`src/rtl/cobs_stream_deframer_macros.svh`:
```
// ----------------------------------------------------------------------------
// COBS stream deframer assertion macros
// Shared concurrent assertion forms on clock with synchronous reset.
// ----------------------------------------------------------------------------
`ifndef COBS_STREAM_DEFRAMER_MACROS_SVH
`define COBS_STREAM_DEFRAMER_MACROS_SVH

// same-cycle implication
`define COBS_ASSERT_NOW(lbl, ante, cons, msg) \
   lbl: assert property (@(posedge clock) disable iff (reset) (ante) |-> (cons)) \
      else $error(msg);

// next-cycle implication
`define COBS_ASSERT_NEXT(lbl, ante, cons, msg) \
   lbl: assert property (@(posedge clock) disable iff (reset) (ante) |=> (cons)) \
      else $error(msg);

`endif

```
`src/rtl/cobs_pkg.sv`:
```
// ----------------------------------------------------------------------------
// COBS deframer package
// Shared types and constants of the COBS stream deframer.
// ----------------------------------------------------------------------------
package cobs_pkg;

   localparam logic [7:0] LONG_CODE = 8'hFF;
   localparam logic [7:0] DELIMITER = 8'h00;

   typedef enum logic [1:0] {
      STATUS_GOOD      = 2'd0,
      STATUS_OVERFLOW  = 2'd1,
      STATUS_MALFORMED = 2'd2
   } cobs_status_type;

   typedef struct packed {
      logic [7:0]      out_byte;
      logic            end_of_frame;
      cobs_status_type frame_status;
      logic [8:0]      frame_length;
      logic [31:0]     bad_frame_total;
   } cobs_result_type;

endpackage

```
`src/rtl/cobs_in_stage.sv`:
```
// ----------------------------------------------------------------------------
// COBS input stage
// Registers one link byte per transfer and holds it until the core takes it.
// ----------------------------------------------------------------------------
module cobs_in_stage import cobs_pkg::*; (
   input  logic       clock,
   input  logic       reset,
   input  logic       req_valid,
   output logic       req_stall,
   input  logic [7:0] req_link_byte,
   input  logic       advance,
   output logic       item_valid,
   output logic [7:0] item_byte
);

   logic       valid_ff;
   logic       valid_in;
   logic [7:0] byte_ff;
   logic [7:0] byte_in;
   logic       load;

   assign load      = !valid_ff || advance;
   assign req_stall = valid_ff && !advance;

   always_comb begin
      valid_in = valid_ff;
      byte_in  = byte_ff;
      if (load) begin
         valid_in = req_valid;
         if (req_valid) begin
            byte_in = req_link_byte;
         end
      end
   end

   always_ff @(posedge clock) begin
      if (reset) begin
         valid_ff <= 1'b0;
      end else begin
         valid_ff <= valid_in;
      end
      byte_ff <= byte_in;
   end

   assign item_valid = valid_ff;
   assign item_byte  = byte_ff;

endmodule

```
`src/rtl/cobs_dec_core.sv`:
```
// ----------------------------------------------------------------------------
// COBS decoder core
// Frame state and combinational decode of one link byte into at most one result.
// ----------------------------------------------------------------------------
module cobs_dec_core import cobs_pkg::*; #(
   parameter int RAW_MAX     = 256,
   parameter int DECODED_MAX = 256
) (
   input  logic            clock,
   input  logic            reset,
   input  logic            fire,
   input  logic [7:0]      item_byte,
   output logic            res_valid,
   output cobs_result_type res
);

   localparam int RAW_W = $clog2(RAW_MAX + 1);
   localparam int DEC_W = $clog2(DECODED_MAX + 1);

   logic [RAW_W-1:0] raw_count_ff, raw_count_in;
   logic             raw_overflow_ff, raw_overflow_in;
   logic [7:0]       run_left_ff, run_left_in;
   logic             long_block_ff, long_block_in;
   logic             zero_pending_ff, zero_pending_in;
   logic [DEC_W-1:0] decoded_count_ff, decoded_count_in;
   logic             length_error_ff, length_error_in;
   logic [31:0]      bad_frames_ff, bad_frames_in;

   logic             emit_req;
   logic [7:0]       emit_value;
   logic [7:0]       run_next;
   cobs_status_type  status;

   always_comb begin
      raw_count_in     = raw_count_ff;
      raw_overflow_in  = raw_overflow_ff;
      run_left_in      = run_left_ff;
      long_block_in    = long_block_ff;
      zero_pending_in  = zero_pending_ff;
      decoded_count_in = decoded_count_ff;
      length_error_in  = length_error_ff;
      bad_frames_in    = bad_frames_ff;
      emit_req         = 1'b0;
      emit_value       = item_byte;
      run_next         = run_left_ff - 8'd1;
      res_valid        = 1'b0;
      res              = '0;

      if (raw_overflow_ff) begin
         status = STATUS_OVERFLOW;
      end else if (length_error_ff || (run_left_ff != 8'd0)) begin
         status = STATUS_MALFORMED;
      end else begin
         status = STATUS_GOOD;
      end

      if (fire) begin
         if (item_byte == DELIMITER) begin
            if (raw_overflow_ff || (raw_count_ff != '0)) begin
               if (status != STATUS_GOOD) begin
                  bad_frames_in = bad_frames_ff + 32'd1;
               end
               res_valid           = 1'b1;
               res.end_of_frame    = 1'b1;
               res.frame_status    = status;
               res.frame_length    = 9'(decoded_count_ff);
               res.bad_frame_total = bad_frames_in;
            end
            raw_count_in     = '0;
            raw_overflow_in  = 1'b0;
            run_left_in      = 8'd0;
            long_block_in    = 1'b0;
            zero_pending_in  = 1'b0;
            decoded_count_in = '0;
            length_error_in  = 1'b0;
         end else if (!raw_overflow_ff) begin
            if (raw_count_ff == RAW_W'(RAW_MAX)) begin
               raw_overflow_in = 1'b1;
            end else begin
               raw_count_in = raw_count_ff + RAW_W'(1);
               if (run_left_ff == 8'd0) begin
                  emit_req        = zero_pending_ff;
                  emit_value      = 8'd0;
                  long_block_in   = (item_byte == LONG_CODE);
                  run_left_in     = item_byte - 8'd1;
                  zero_pending_in = (item_byte == 8'd1);
               end else begin
                  emit_req        = 1'b1;
                  run_left_in     = run_next;
                  zero_pending_in = (run_next == 8'd0) && !long_block_ff;
               end
            end
         end
      end

      if (emit_req && !length_error_ff) begin
         if (decoded_count_ff == DEC_W'(DECODED_MAX)) begin
            length_error_in = 1'b1;
         end else begin
            decoded_count_in = decoded_count_ff + DEC_W'(1);
            res_valid        = 1'b1;
            res.out_byte     = emit_value;
         end
      end
   end

   always_ff @(posedge clock) begin
      if (reset) begin
         raw_count_ff     <= '0;
         raw_overflow_ff  <= 1'b0;
         run_left_ff      <= 8'd0;
         long_block_ff    <= 1'b0;
         zero_pending_ff  <= 1'b0;
         decoded_count_ff <= '0;
         length_error_ff  <= 1'b0;
         bad_frames_ff    <= 32'd0;
      end else begin
         raw_count_ff     <= raw_count_in;
         raw_overflow_ff  <= raw_overflow_in;
         run_left_ff      <= run_left_in;
         long_block_ff    <= long_block_in;
         zero_pending_ff  <= zero_pending_in;
         decoded_count_ff <= decoded_count_in;
         length_error_ff  <= length_error_in;
         bad_frames_ff    <= bad_frames_in;
      end
   end

endmodule

```
`src/rtl/cobs_out_stage.sv`:
```
// ----------------------------------------------------------------------------
// COBS output stage
// Result register; holds a result until the consumer takes the transfer.
// ----------------------------------------------------------------------------
module cobs_out_stage import cobs_pkg::*; (
   input  logic            clock,
   input  logic            reset,
   input  logic            res_valid,
   input  cobs_result_type res,
   output logic            out_free,
   output logic            rsp_valid,
   input  logic            rsp_stall,
   output cobs_result_type rsp_res
);

   logic            valid_ff;
   logic            valid_in;
   cobs_result_type res_ff;
   cobs_result_type res_in;

   assign out_free = !valid_ff || !rsp_stall;

   always_comb begin
      valid_in = valid_ff;
      res_in   = res_ff;
      if (res_valid) begin
         valid_in = 1'b1;
         res_in   = res;
      end else if (!rsp_stall) begin
         valid_in = 1'b0;
      end
   end

   always_ff @(posedge clock) begin
      if (reset) begin
         valid_ff <= 1'b0;
      end else begin
         valid_ff <= valid_in;
      end
      res_ff <= res_in;
   end

   assign rsp_valid = valid_ff;
   assign rsp_res   = res_ff;

endmodule

```
`src/rtl/cobs_stream_deframer.sv`:
```
// ----------------------------------------------------------------------------
// COBS stream deframer
// Decodes a COBS-framed serial byte stream into data bytes and frame-end status.
// ----------------------------------------------------------------------------
// One link byte is taken per cycle, every cycle, when the result side keeps
// up; a transfer on req_ passes the input register and then the result
// register before its result shows on rsp_. The decoder core between them
// updates all frame state combinationally for each byte. Decoded
// bytes leave before the frame is checked: drop every byte of a frame whose
// end-of-frame result carries a status other than good. Empty frames give no
// result. A byte that gives no result is still taken at the full rate.
`include "cobs_stream_deframer_macros.svh"

module cobs_stream_deframer import cobs_pkg::*; #(
   parameter int RAW_MAX     = 256,
   parameter int DECODED_MAX = 256
) (
   input  logic        clock,
   input  logic        reset,
   input  logic        req_valid,
   output logic        req_stall,
   input  logic [7:0]  req_link_byte,
   output logic        rsp_valid,
   input  logic        rsp_stall,
   output logic [7:0]  rsp_out_byte,
   output logic        rsp_end_of_frame,
   output logic [1:0]  rsp_frame_status,
   output logic [8:0]  rsp_frame_length,
   output logic [31:0] rsp_bad_frame_total
);

   logic            item_valid;
   logic [7:0]      item_byte;
   logic            out_free;
   logic            fire;
   logic            res_valid;
   cobs_result_type res;
   cobs_result_type rsp_res;
   logic            data_fields_zero;

   assign fire = item_valid && out_free;

   cobs_in_stage u_in_stage (
      .clock         (clock),
      .reset         (reset),
      .req_valid     (req_valid),
      .req_stall     (req_stall),
      .req_link_byte (req_link_byte),
      .advance       (fire),
      .item_valid    (item_valid),
      .item_byte     (item_byte)
   );

   cobs_dec_core #(
      .RAW_MAX     (RAW_MAX),
      .DECODED_MAX (DECODED_MAX)
   ) u_dec_core (
      .clock     (clock),
      .reset     (reset),
      .fire      (fire),
      .item_byte (item_byte),
      .res_valid (res_valid),
      .res       (res)
   );

   cobs_out_stage u_out_stage (
      .clock     (clock),
      .reset     (reset),
      .res_valid (res_valid),
      .res       (res),
      .out_free  (out_free),
      .rsp_valid (rsp_valid),
      .rsp_stall (rsp_stall),
      .rsp_res   (rsp_res)
   );

   assign rsp_out_byte        = rsp_res.out_byte;
   assign rsp_end_of_frame    = rsp_res.end_of_frame;
   assign rsp_frame_status    = rsp_res.frame_status;
   assign rsp_frame_length    = rsp_res.frame_length;
   assign rsp_bad_frame_total = rsp_res.bad_frame_total;

   assign data_fields_zero = (rsp_frame_status == STATUS_GOOD) &&
                             (rsp_frame_length == 9'd0) &&
                             (rsp_bad_frame_total == 32'd0);

   `COBS_ASSERT_NOW(a_stall_needs_item, req_stall, item_valid, "stall without held byte")
   `COBS_ASSERT_NOW(a_full_rate, item_valid && !rsp_stall, !req_stall, "stall while drained")
   `COBS_ASSERT_NEXT(a_result_from_fire, !rsp_valid && !fire, !rsp_valid, "result without fire")
   `COBS_ASSERT_NOW(a_data_fields_clear, rsp_valid && !rsp_end_of_frame, data_fields_zero, "data result with status")

endmodule

```
`config.mk`:
```
export PLATFORM = sky130hd
export DESIGN_NAME = cobs_stream_deframer
export DESIGN_NICKNAME = d
export VERILOG_FILES = /design/src/rtl/cobs_pkg.sv /design/src/rtl/cobs_in_stage.sv /design/src/rtl/cobs_dec_core.sv /design/src/rtl/cobs_out_stage.sv /design/src/rtl/cobs_stream_deframer.sv
export VERILOG_INCLUDE_DIRS = /design/src /design/src/rtl
export SDC_FILE = /design/constraint.sdc
export NUM_CORES = 1
export LEC_CHECK = 0
export ABC_AREA = 1
export BUFFER_PORTS_ARGS = -buffer_cell sky130_fd_sc_hd__buf_2
export CELL_PAD_IN_SITES_DETAIL_PLACEMENT = 1
export CELL_PAD_IN_SITES_GLOBAL_PLACEMENT = 1
export CORE_AREA = 4 4 147 135
export CTS_CLUSTER_SIZE = 28
export DETAILED_ROUTE_END_ITERATION = 8
export DIE_AREA = 0 0 151 139
export MAX_ROUTING_LAYER = met4
export PLACE_DENSITY = 0.74
export SYNTH_ARGS = -nofsm -noshare
export SYNTH_HDL_FRONTEND = slang
export SYNTH_SLANG_ARGS = --single-unit
```
`constraint.sdc`:
```
create_clock -name clock -period 6 [get_ports clock]
set_input_delay 0.6 -clock clock [delete_from_list [all_inputs] [get_ports clock]]
set_output_delay 0.6 -clock clock [all_outputs]
set_load 0.03 [all_outputs]
```
Word level (Yosys, flattened, before mapping)
Index checks and enable logic that the tools add are counted.
- add/sub/neg operators: 5
- eq/ne operators: 7
- reductions and logical operators: 27
- bitwise operators: 1
- muxes and demuxes: 47
- operators by type and width (cell ; number):
    8-bit 2-to-1 mux ; 9
    9-bit 2-to-1 mux ; 7
    44-bit 2-to-1 mux ; 1
    32-bit by 1-bit adder with 32-bit output, second input constant ; 1
    32-bit 2-to-1 mux ; 1
    1-bit 2-to-1 mux ; 27
    8-bit zero test ; 3
    9-bit by 1-bit adder with 9-bit output, second input constant ; 2
    9-bit == test, second input constant ; 2
    8-bit by 1-bit subtractor with 8-bit output, second input constant ; 2
    9-bit nonzero test ; 1
    8-bit by 1-bit == test with 1-bit output, second input constant ; 1
    8-bit == test, second input constant ; 1
    8-bit nonzero test ; 1
    1-bit zero test ; 6
    3-bit AND reduction ; 2
    1-bit logical AND ; 4
    1-bit logical OR ; 4
    2-bit 2-to-1 mux ; 2
    2-bit by 1-bit inequality test with 1-bit output, second input constant ; 2
    2-bit AND reduction ; 2
    4-bit AND reduction ; 1
    2-bit nonzero test ; 2
    2-bit inequality test, second input constant ; 1
    2 further kinds ; 2
- word-level logic and storage cells: 103
- flip-flop bits (word level): 124
- input port bits: 12

Depth between registers and ports, before layout
- word-level depth: 9
- gate-level depth with buffers: 13
- depth with buffers taken out: 12

Modules after synthesis
From an unflattened synthesis, not the netlist that was laid out.
- cell total of the unflattened synthesis: 844
- area total of the unflattened synthesis: 6562.5 µm²
- modules (own cells, without submodules) (module ; instances ; cells each ; sequential area each (µm²) ; area each (µm²)):
    cobs_dec_core ; 1 ; 771 ; 1241.2 ; 4668.2
    cobs_out_stage ; 1 ; 56 ; 1581.5 ; 1600.3
    cobs_in_stage ; 1 ; 15 ; 260.2 ; 286.5
    cobs_stream_deframer ; 1 ; 2 ; 0.0 ; 7.5

Least setup slack after synthesis
No wires, ideal clock.
- kind: register to register
- start: reg u_in_stage.byte_ff[0] (netlist: u_in_stage.item_byte[0])
- end: reg u_out_stage.res_ff, in the netlist u_out_stage.rsp_res[0], enable pin
- slack: 2.917 ns
- period minus slack after synthesis: 3.083 ns
- cell stages (with the launch flop): 11
- arrival time: 2.672 ns
- cell sequence: edfxtp_1 > inv_1 > ha_1 > nand2_1 > nor2_2 > nand2_4 > nor2_8 > o21ai_4 > buf_6 > buf_4 > nand2_1
- word-level cells in the longest chain between the ends: 5
- elaborated cells between the ends (all ways): 8
- classes of those cells: 6 x mux; 2 x reduce/logical
- RTL lines (what ; line ; source):
    from (decl) ; cobs_in_stage.sv:18 ; logic [7:0] byte_ff;
    from (signal assigned) ; cobs_in_stage.sv:42 ; byte_ff <= byte_in;
    8-bit zero test (*) ; cobs_dec_core.sv:58 ; if (item_byte == DELIMITER) begin
    1-bit 2-to-1 mux ; cobs_dec_core.sv:58 ;
    1-bit 2-to-1 mux ; cobs_dec_core.sv:57 ; if (fire) begin
    1-bit 2-to-1 mux or 1-bit logical AND (tied branches) ; cobs_dec_core.sv:97, cobs_dec_core.sv:96 ;
    1-bit 2-to-1 mux (*) ; cobs_dec_core.sv:96 ; if (emit_req && !length_error_ff) begin
    net res_valid ; cobs_stream_deframer.sv:36 ; logic res_valid;
    to (signal assigned) ; cobs_out_stage.sv:40 ; res_ff <= res_in;
    to (decl) ; cobs_out_stage.sv:18 ; cobs_result_type res_ff;
The timed path passes the listed nets; every way through them passes the cells marked *.
A chain may end at the register's enable or synchronous reset.

Final worst setup path
- start: reg u_dec_core.run_left_ff[0]
- end: reg u_out_stage.res_ff, in the netlist u_out_stage.rsp_res[1] (data pin)
- word-level cells in the longest chain between the ends: 6
- RTL lines (what ; line ; source):
    from (decl) ; cobs_dec_core.sv:22 ; logic [7:0] run_left_ff, run_left_in;
    from (signal assigned) ; cobs_dec_core.sv:120 ; run_left_ff <= run_left_in;
    8-bit nonzero test ; cobs_dec_core.sv:51 ; end else if (length_error_ff || (run_left_ff != 8'd0)) begin
    1-bit logical OR ; cobs_dec_core.sv:51 ;
    2-bit 2-to-1 mux ; cobs_dec_core.sv:51 ;
    2-bit 2-to-1 mux ; cobs_dec_core.sv:49 ; if (raw_overflow_ff) begin
    2-bit nonzero test ; cobs_dec_core.sv:60 ; if (status != STATUS_GOOD) begin
    32-bit 2-to-1 mux ; cobs_dec_core.sv:60 ;
Every way passes these cells.

==> flow_metrics.py <==
metrics = {
    "worst_setup_path": {
        "r2r-start": "u_dec_core.run_left_ff[0]",
        "end_kind": "register",
        "rr_worst_depth": 10,
        "critical_path_class": "reg -> reg",
        "cp.required_ns": 6.18,
        "cp-startpoint": "u_dec_core.run_left_ff[0]",
        "cp.arrival_ns": 3.17,
        "crit_path_start_kind": "register",
        "path_max_fanout": 39,
    },
    "clocking": {
        "cts_buffers": 17,
        "clkTransAtPathRegs_ns": 0.06,
        "cts_tree": "done",
        "ctsResizeCount": 0,
        "post_cts_buffers": 0,
        "worstSkewPairLatency_ns": 0.43,
        "cts-root-buf": "clkbuf_16",
        "h-tree-depth": 4,
        "clock_sinks": 124,
        "clk_path_buf_depth": 2,
        "cts_hold_buf": 0,
    },
    "logic_synthesis": {
        "yosysTopAreaCellShare_pct": 25.05,
        "yosysTopAreaCell": "edfxtp_1",
        "synth_common_cells": "nand2_1, nor2_1, inv_1",
        "synth.distinct_cells": 47,
        "ys_async_sr_fraction_pct": 0,
        "yosys-top-cells-area": "edfxtp_1, dfxtp_1, nand2_1",
        "synth_cells": 980,
        "avgSynthCellArea_um2": 7.339,
        "synth_nets": 1002,
        "ys_warn_count": 0,
        "synth_edf_count": 60,
        "synth_area_mm2": 0.007192,
        "ys_dominant_reg_cell": "dfxtp_1",
        "ys_seq_elements": 124,
        "seq_area_frac_synth_pct": 42.87,
        "yosys.cell_count.top_type": "nand2_1",
    },
    "grt": {
        "grt_pass1_wl_mm": 34.10,
        "overflow": 0,
        "grt_antenna_before_repair": 0,
        "grt_pass1_vias": 6645,
        "global_route.usage.total_pct": 20.98,
        "grt_max_degree": 53,
    },
    "power": {
        "seq_power_share_pct": 40.3,
        "ir_worst_vdd_v": 0.0001817,
        "internal-power_w": 0.001664,
        "combPwrFrac_pct": 18.1,
        "clkPwrFrac_pct": 41.5,
        "swShare_pct": 31.46,
        "p_leak_nw": 3.216,
        "p_switching_w": 0.0007639,
        "power-per-cell-area_mw_per_mm2": 295.6,
    },
    "placement": {
        "dp_hpwl_mm": 14.58,
        "portBuffers": 65,
        "place_inst": 1268,
        "place.gp.congestion": 0.8605,
    },
    "drt": {
        "met3_length_um": 770,
        "dr_wl_met2_mm": 9.015,
        "drt_iter0_markers": 387,
        "via_count": 6529,
        "post_drt_wl_per_cell_um": 15.79,
        "wl_met1_mm": 10.43,
        "drc": 0,
        "drtPass1Iterations": 5,
        "antenna_left": 0,
        "viasPerCell": 5.022,
        "wl_mm": 20.53,
        "highest_layer": "met4",
    },
    "floorplanning": {
        "start_util_pct": 39.45,
        "die_h_um": 139,
        "die-area_mm2": 0.02099,
        "core_mm2": 0.01823,
        "fp.dieW_um": 151,
        "num_io_pins": 66,
        "rows": 47,
    },
    "final_layout": {
        "fillers": 2313,
        "multiInputGateArea_mm2": 0.003455,
        "layout-drive-gt1-share_pct": 15.73,
        "fin_nets": 1064,
        "syn_to_final_growth_pct": 14.23,
        "antenna_cells": 0,
        "final_cells": 1300,
        "register_area_mm2": 0.003083,
    },
    "timing": {
        "finalSetupTns_ns": 0,
        "max_slew.worst_pin.slew_ns": 0.7818,
        "relSlewSlack_pct": 47.69,
        "slew_viol_final": 0,
        "rsz0062_at_grt": "false",
        "period_minus_slack_ns": 2.998,
        "fmax_mhz": 333.5,
        "setup_viol_count_final": 0,
        "fin_crit_sh_pct": 49.97,
        "fin_worst_skew_ns": 0.009388,
        "hold_viol_final": 0,
    },
    "worst_hold_path": {
        "hp-class": "in -> reg",
        "hold_start": "req_link_byte[5]",
        "holdPathStages": 1,
    },
    "job": {
        "cap_violations": 0,
    },
    "status": {
        "status": "finished, final reports clean",
    },
}
power groups by stage:
stage / Clock, W / Combinational (W) / Sequential, W
floorplan: 0 / 0.000260 / 0.00108
global placement: 0 / 0.000437 / 0.000996
detailed placement: 0 / 0.000441 / 0.000997
CTS: 0.00103 / 0.000445 / 0.000980
global route: 0.00107 / 0.000485 / 0.000986
finish: 0.00101 / 0.000440 / 0.000979
kinds of logic after synthesis:
group | count (synthesis) | synth area share (%)
fa+ha+maj | 10 | 1.740
xor+xnor | 13 | 1.583
compound gates | 114 | 8.873
simple gates | 578 | 35.80
buf+inv | 141 | 9.134
flops | 124 | 42.87
per-layer routing:
| metal | vias to the layer above | global-route usage [%] |
|---|---|---|
| met5 | - | - |
| met4 | 0 | 5.725 |
| met3 | 31 | 4.281 |
| met2 | 103 | 30.83 |
| met1 | 3129 | 29.43 |
| li1 | 3266 | - |
sequential cells by signal, summed over array words and instances (netlist names), 8 cells and up:
| signal | flops |
|---|---|
| u_dec_core.decoded_count_ff | 9 |
| u_dec_core.bad_frames_ff | 32 |
| u_in_stage.item_byte | 8 |
| u_dec_core.raw_count_ff | 9 |
| u_out_stage.rsp_res | 52 |
| u_dec_core.run_left_ff | 8 |
final cells by class:
cell class / instances / share of cell area [%]
Clock buffer: 17 / 5.178
Clock inverter: 15 / 1.828
Inverter: 114 / 5.270
Multi-Input combinational cell: 715 / 42.05
Sequential cell: 124 / 37.53
Tap cell: 245 / 3.731
Timing Repair Buffer: 70 / 4.417
cell usage in the layout (no fill, tap or decap), types with 3 or more instances in the layout:
cell / netlist / final
nor2_4: 4 / 4
or2_2: 3 / 3
nor3_1: 23 / 23
nor4_1: 3 / 3
o21ai_1: 6 / 6
nand3_2: 8 / 8
xor2_1: 11 / 11
nand2_1: 298 / 297
nor2_2: 8 / 8
nand3_1: 47 / 47
clkbuf_16: 0 / 17
inv_1: 106 / 106
nand2_2: 14 / 15
inv_2: 6 / 6
clkinvlp_4: 0 / 6
nand4_1: 11 / 11
dfxtp_1: 64 / 64
nor3b_1: 4 / 4
o21ai_0: 29 / 29
nor3_4: 3 / 3
buf_2: 4 / 65
a21oi_2: 9 / 9
a21oi_1: 60 / 60
clkinv_2: 0 / 3
buf_4: 7 / 5
nor2_1: 142 / 142
ha_1: 10 / 10
nand3b_1: 3 / 3
edfxtp_1: 60 / 60
stage by stage:
step | power, W | utilization (%) | setup WS [ns] | instance area (um2) | hold WS [ns]
final | 0.002428 | 45.07 | 3.002 | 8215 | 0.3423
after global routing | 0.002544 | 45.07 | 2.792 | 8215 | 0.3307
after CTS | 0.002456 | 45.07 | 2.959 | 8215 | 0.3277
after detailed placement | 0.001438 | 41.91 | 2.979 | 7640 | 0.4596
after global placement | 0.001433 | 41.91 | 3.052 | 7640 | 0.4435
after floorplan | 0.001335 | - | 2.917 | 7192 | 0.4258
path summary, 6_finish.rpt:
path	to	slack, ns
min reg2reg	u_dec_core.zero_pending_ff	0.46
max reg2reg	u_out_stage.rsp_res[1]	3.00
min	u_in_stage.item_byte[5]	0.34
max	u_out_stage.rsp_res[1]	3.00
critical path: stages, from the launching register on:
cell	delay, ns
dfxtp_1	0.39
inv_1	0.09
ha_1	0.24
nand3_1	0.12
nor2_2	0.13
nand3_2	0.09
buf_4	0.40
clkinv_1	0.65
or2_2	0.52
nand2_1	0.08
nor2_1	0.05
(Power assumes the default switching activity.)
